<file path="src/hw/rtl/brb_pkg.sv">
// ----------------------------------------------------------------------------
// brb_pkg
// shared types and constants for the chunked byte ring buffer
// ----------------------------------------------------------------------------
package brb_pkg;

  localparam int DEPTH_DEF    = 4096;
  localparam int MAX_READ_DEF = 64;
  localparam int SIZE_RESET   = 4096;

  localparam int SIZE_W = 13;
  localparam int LEN_W  = 12;
  localparam int BYTE_W = 8;
  localparam int FILL_W = 12;

  typedef enum logic [1:0] {
    OP_WRITE   = 2'd0,
    OP_READ    = 2'd1,
    OP_DISCARD = 2'd2
  } op_t;

  typedef struct packed {
    op_t                operation;
    logic [LEN_W-1:0]   length;
    logic [BYTE_W-1:0]  data_byte;
  } cmd_t;

  typedef struct packed {
    logic               status;
    logic [BYTE_W-1:0]  read_byte;
    logic               last;
    logic [FILL_W-1:0]  fill_level;
  } res_t;

endpackage

</file>
<file path="src/hw/rtl/brb_ctrl.sv">
// ----------------------------------------------------------------------------
// brb_ctrl
// pointer, fill and chunk bookkeeping; sequences reads through the store
// ----------------------------------------------------------------------------
module brb_ctrl #(
  parameter int DEPTH    = brb_pkg::DEPTH_DEF,
  parameter int MAX_READ = brb_pkg::MAX_READ_DEF,
  parameter int AW       = $clog2(DEPTH),
  parameter int SW       = AW + 1
) (
  input  logic                       clk,
  input  logic                       rst,
  input  logic                       clear,
  input  logic [SW-1:0]              ring,
  input  logic                       start,
  input  brb_pkg::cmd_t              cmd,
  output logic                       busy,
  output logic                       mem_we,
  output logic [AW-1:0]              mem_waddr,
  output logic [brb_pkg::BYTE_W-1:0] mem_wdata,
  output logic                       mem_re,
  output logic [AW-1:0]              mem_raddr,
  input  logic [brb_pkg::BYTE_W-1:0] mem_q,
  output logic                       result_valid,
  output brb_pkg::res_t              result
);

  localparam int LW = brb_pkg::LEN_W;
  localparam int CW = ((AW > LW) ? AW : LW) + 2;
  localparam int RW = $clog2(MAX_READ + 1);

  typedef enum logic [1:0] {
    ST_IDLE = 2'b01,
    ST_READ = 2'b10
  } state_t;

  state_t        state, state_next;
  logic [AW-1:0] head, head_next;
  logic [AW-1:0] tail, tail_next;
  logic [AW-1:0] used, used_next;
  logic [LW-1:0] chunk_left, chunk_left_next;
  logic          chunk_acc, chunk_acc_next;
  logic [RW-1:0] rd_left, rd_left_next;
  logic          res_valid, res_valid_next;
  brb_pkg::res_t res, res_next;

  logic [AW-1:0] head_inc, tail_inc;
  logic [CW-1:0] head_sum;
  logic [RW-1:0] rd_count;
  logic          fits, room, acc, wr_status;

  assign busy         = (state == ST_READ);
  assign result_valid = res_valid;
  assign result       = res;

  always_comb begin
    head_inc = (SW'(head) + 1'b1 == ring) ? '0 : head + 1'b1;
    tail_inc = (SW'(tail) + 1'b1 == ring) ? '0 : tail + 1'b1;
    head_sum = CW'(head) + CW'(cmd.length);
    if (head_sum >= CW'(ring)) begin
      head_sum = head_sum - CW'(ring);
    end
    rd_count = (cmd.length > LW'(MAX_READ)) ? RW'(MAX_READ) : RW'(cmd.length);
    fits = (CW'(cmd.length) + CW'(used) + 1'b1) <= CW'(ring);
    room = (CW'(used) + 1'b1) < CW'(ring);
  end

  always_comb begin
    state_next      = state;
    head_next       = head;
    tail_next       = tail;
    used_next       = used;
    chunk_left_next = chunk_left;
    chunk_acc_next  = chunk_acc;
    rd_left_next    = rd_left;
    res_valid_next  = 1'b0;
    res_next        = res;
    mem_we          = 1'b0;
    mem_waddr       = tail;
    mem_wdata       = cmd.data_byte;
    mem_re          = 1'b0;
    mem_raddr       = head;
    acc             = chunk_acc;
    wr_status       = 1'b0;

    if (clear) begin
      head_next       = '0;
      tail_next       = '0;
      used_next       = '0;
      chunk_left_next = '0;
      chunk_acc_next  = 1'b0;
      state_next      = ST_IDLE;
    end else begin
      unique case (state)
        ST_IDLE: begin
          if (start) begin
            case (cmd.operation)
              brb_pkg::OP_WRITE: begin
                res_valid_next = 1'b1;
                if (chunk_left == '0 && cmd.length == '0) begin
                  // empty chunk: nothing stored, nothing left open
                  chunk_acc_next = 1'b0;
                end else begin
                  if (chunk_left == '0) begin
                    acc             = fits;
                    chunk_left_next = cmd.length - 1'b1;
                  end else begin
                    chunk_left_next = chunk_left - 1'b1;
                  end
                  chunk_acc_next = acc;
                  wr_status      = !acc;
                  if (acc) begin
                    if (room) begin
                      mem_we    = 1'b1;
                      tail_next = tail_inc;
                      used_next = used + 1'b1;
                    end else begin
                      wr_status = 1'b1;
                    end
                  end
                end
                res_next = '{status: wr_status, read_byte: '0, last: 1'b1,
                             fill_level: brb_pkg::FILL_W'(used_next)};
              end
              brb_pkg::OP_READ: begin
                res_next = '{status: 1'b0, read_byte: '0, last: 1'b1,
                             fill_level: brb_pkg::FILL_W'(used)};
                if (CW'(rd_count) > CW'(used)) begin
                  res_valid_next  = 1'b1;
                  res_next.status = 1'b1;
                end else if (rd_count == '0) begin
                  res_valid_next = 1'b1;
                end else begin
                  // first byte fetched now; the store registers it, then the result register shows it
                  mem_re       = 1'b1;
                  head_next    = head_inc;
                  rd_left_next = rd_count - 1'b1;
                  state_next   = ST_READ;
                end
              end
              brb_pkg::OP_DISCARD: begin
                res_valid_next = 1'b1;
                if (CW'(cmd.length) > CW'(used)) begin
                  res_next = '{status: 1'b1, read_byte: '0, last: 1'b1,
                               fill_level: brb_pkg::FILL_W'(used)};
                end else begin
                  head_next = AW'(head_sum);
                  used_next = used - AW'(cmd.length);
                  res_next  = '{status: 1'b0, read_byte: '0, last: 1'b1,
                                fill_level: brb_pkg::FILL_W'(used_next)};
                end
              end
              default: begin
              end
            endcase
          end
        end
        ST_READ: begin
          res_valid_next = 1'b1;
          used_next      = used - 1'b1;
          res_next       = '{status: 1'b0, read_byte: mem_q, last: (rd_left == '0),
                             fill_level: brb_pkg::FILL_W'(used_next)};
          if (rd_left != '0) begin
            mem_re       = 1'b1;
            head_next    = head_inc;
            rd_left_next = rd_left - 1'b1;
          end else begin
            state_next = ST_IDLE;
          end
        end
        default: begin
          state_next = ST_IDLE;
        end
      endcase
    end
  end

  always_ff @(posedge clk) begin
    if (rst) begin
      state      <= ST_IDLE;
      head       <= '0;
      tail       <= '0;
      used       <= '0;
      chunk_left <= '0;
      chunk_acc  <= 1'b0;
      rd_left    <= '0;
      res_valid  <= 1'b0;
    end else begin
      state      <= state_next;
      head       <= head_next;
      tail       <= tail_next;
      used       <= used_next;
      chunk_left <= chunk_left_next;
      chunk_acc  <= chunk_acc_next;
      rd_left    <= rd_left_next;
      res_valid  <= res_valid_next;
    end
  end

  always_ff @(posedge clk) begin
    res <= res_next;
  end

endmodule

</file>
<file path="config.mk">
export PLATFORM = sky130hd
export DESIGN_NAME = brb_ctrl
export DESIGN_NICKNAME = d
export VERILOG_FILES = /design/src/hw/rtl/brb_pkg.sv /design/src/hw/rtl/brb_ctrl.sv
export SDC_FILE = /design/constraint.sdc
export NUM_CORES = 1
export LEC_CHECK = 0
export BUFFER_PORTS_ARGS = -buffer_cell sky130_fd_sc_hd__buf_2
export CAP_MARGIN = 20
export CORE_UTILIZATION = 45
export CTS_CLUSTER_SIZE = 10
export DETAILED_ROUTE_END_ITERATION = 7
export PLACE_DENSITY_LB_ADDON = 0.2
export RECOVER_POWER = 50
export SLEW_MARGIN = 30
export SYNTH_ARGS = -nofsm -noshare
export SYNTH_HDL_FRONTEND = slang
export SYNTH_SLANG_ARGS = --single-unit
</file>
<file path="constraint.sdc">
create_clock -name clk -period 4.35 [get_ports clk]
set_input_delay 0.2175 -clock clk [delete_from_list [all_inputs] [get_ports clk]]
set_output_delay 0.2175 -clock clk [all_outputs]
set_load 0.02 [all_outputs]
</file>
==> flow_metrics.env <==
export IMPL_clock_fmax_mhz=226.9
export IMPL_setup_worst_path_start="used[0]"
export IMPL_hp_class="in2reg"
export IMPL_cts_sinks=81
export IMPL_synth_fp_nets=1412
export IMPL_slew_headroom_pct=27.69
export IMPL_final_area_sq_um=11620
export IMPL_worstSetupEndpoint="result[6]"
export IMPL_critPathMaxFanout=7
export IMPL_synthToLayoutAreaGrowth_pct=18.37
export IMPL_total_power_uw=2517
export IMPL_cp_depth=26
export IMPL_clock_power_share_pct=36.2
export IMPL_n_antenna_cell=0
export IMPL_dp_cells=1649
export IMPL_die_y_um=149.7
export IMPL_ir_drop_mv=0.1681
export IMPL_synth_edf_count=22
export IMPL_r2r_end="result[6]"
export IMPL_htree_levels=3
export IMPL_fin_util_pct=54.75
export IMPL_violations="setup timing"
export IMPL_fin_crit_sh_pct=101.3
export IMPL_clk_pin_slew_ps=80
export IMPL_slowest_stage="fa_2"
export IMPL_mostFrequentLayoutCells="nand2_1, a21oi_1, ha_1, nor2_1, buf_4"
export IMPL_grt_usage_pct=30.50
export IMPL_final_cells=1683
export IMPL_ctsHoldBuffers=0
export IMPL_critPathCaptureType="register"
export IMPL_antenna_left=0
export IMPL_timing_final_ws_setup_ps=-56.79
export IMPL_drcViolationCount=0
export IMPL_crit_type="reg2reg"
export IMPL_tightestPinTransition_ps=1085
export IMPL_vias=10353
export IMPL_skew_ps=14.10
export IMPL_yosysWarnings=0
export IMPL_clk_latency_ps=360
export IMPL_setup_viol=1
export IMPL_synth_cells=1268
export IMPL_required_ps=4540
export IMPL_seqPwrFrac_pct=31.8
export IMPL_synth_top_area_share_pct=12.03
export IMPL_cts_root_buf="clkbuf_16"
export IMPL_hold_viol=0
export IMPL_layout_commonest_cell="nand2_1"
export IMPL_start_util_pct=46.25
export IMPL_ios=105
export IMPL_avgSynthCellArea_sq_um=7.740
export IMPL_grt_max_degree=35
export IMPL_cp_data_arrival_time_ps=4600
export IMPL_cp_num_buf_inv=7
export IMPL_slew_violations=0
export IMPL_synth_area_sq_um=9814
export IMPL_leakagePower_uw=0.004740
export IMPL_switching_share_pct=34.89
export IMPL_cap_violations=0
export IMPL_die_x_um=149.7
export IMPL_viasPerCell=6.152
export IMPL_ys_flop_type="dfxtp_1"
export IMPL_ys_types=104
export IMPL_rsz0062_at_grt="yes"
export IMPL_period_needed_ps=4407
export IMPL_seq_area_frac_synth_pct=18.77
export IMPL_dr_pass1_iters=6
export IMPL_dieArea_sq_um=22400
export IMPL_ff2ff_setup_slack_ps=-60
export IMPL_grt_pass1_wl_um=52720
export IMPL_antenna_found_initial=1
export IMPL_yosys_top_cells_area="dfxtp_1, ha_1, edfxtp_1"
export IMPL_grt_pass1_vias=9414
export IMPL_timing_critical_path_mode_cell="a21oi_2"
export IMPL_r2r_cells=26
export IMPL_cts_tree="built"
export IMPL_routabilityCongestion=0.9630
export IMPL_core_sq_um=21220
export IMPL_dpl_cell_area_sq_um=10870
export IMPL_synth_top_cell_by_area="dfxtp_1"
export IMPL_cp_start_kind="register"
export IMPL_dp_hpwl_um=25770
export IMPL_cp_top_family="compound AO/OA/AOI/OAI gates"
export IMPL_r2r_start="used[0]"
export IMPL_drive_above_1_share_pct=19.25
export IMPL_outcome="finished with violations"
export IMPL_fin_nets=1547
export IMPL_ctsLongestPathBuffers=2
export IMPL_port_buffers=88
export IMPL_powerDensity_nw_per_um2=216.6
export IMPL_cts_made_buffers=9
export IMPL_grt_overflow_total=0
export IMPL_max_stage_delay_ps=350
export IMPL_wl_per_cell_um=20.30
export IMPL_rows=53
export IMPL_drtIter0Drc=897
export IMPL_intPower_uw=1638
export IMPL_ys_async_sr_fraction_pct=0
export IMPL_drt_wl_total_um=34160
export IMPL_switching_power_uw=878.1
export IMPL_combPwrFrac_pct=32.0
export IMPL_holdCritStartpoint="mem_q[0]"
export IMPL_tns_ps=-56.79
export IMPL_synth_seq_cells=81
==> power groups by stage <==
stage                     Combinational (uW)  Sequential (uW)  Clock (uW)
final                                    806              800         911
after floorplan                          473              830           0
after global routing                     876              801         936
after global placement                   704              817           0
after CTS                                741              800         922
after detailed placement                 709              817           0
==> what timing repair did <==
action / in CTS / in global routing
endpoints found under the setup margin: 22 / 39
pin swaps: 18 / 41
buffers inserted: 8 / 11
gates resized for setup: 26 / 59
cloned: 0 / 1
==> state kept, by name, summed over array words and instances, names as in the netlist, 2 cells and up <==
signal	count
mem_waddr	12
mem_raddr	12
result	22
used	12
state	2
chunk_left	12
rd_left	7
==> worst min-delay path by stage <==
stage	end	slack (ps)	cells past startpoint
detailed placement	mem_wdata[0]	440	0
finish	result[13]	130	2
global placement	mem_wdata[0]	440	0
floorplan	chunk_left[0]	410	3
global route	result[13]	140	2
CTS	result[13]	120	2
==> kinds of logic after synthesis <==
family / after synthesis / share of synthesized area [%]
AO/OA/AOI/OAI: 398 / 27.73
flip-flops: 81 / 18.77
adder cells (fa/ha/maj): 97 / 12.67
AND/OR/NAND/NOR: 451 / 24.96
multiplexers: 18 / 1.912
XOR/XNOR: 77 / 7.012
buffers and inverters: 146 / 6.948
==> layout make-up <==
cell class | count | area (sq um)
Sequential cell | 81 | 1848
Tap cell | 275 | 344.1
Clock inverter | 7 | 106.4
Multi-Input combinational cell | 1041 | 7602
Fill cell | 2076 | 9603
Inverter | 77 | 289.0
Timing Repair Buffer | 193 | 1202
Clock buffer | 9 | 225.2
==> through the flow <==
| stage | setup WS, ps | hold slack (ps) |
|---|---|---|
| finish | -56.79 | 127.7 |
| global route | -277.0 | 138.8 |
| CTS | -68.19 | 119.1 |
| global placement | -100.1 | 435.2 |
| floorplan | 1.604 | 409.7 |
| detailed placement | -156.1 | 435.2 |
==> cell usage after synthesis, types with 16 or more instances <==
cell / instances
a21oi_1: 103
nand2_1: 97
nor2_1: 95
ha_1: 93
inv_1: 75
o21ai_0: 74
dfxtp_1: 59
nor3_1: 50
xnor2_1: 50
nand3_1: 49
clkbuf_1: 31
xor2_1: 26
nand2b_1: 25
edfxtp_1: 22
o21a_1: 20
a31oi_1: 18
a211oi_1: 17
and2_1: 17
buf_2: 16
==> routing by layer <==
metal / track usage, % / routed length [um]
met5: 0 / 0
met3: 5.244 / 3022
met4: 10.91 / 973
met2: 45.74 / 14680
met1: 43.46 / 15480
Note: power is estimated with default switching activity, not from simulation.
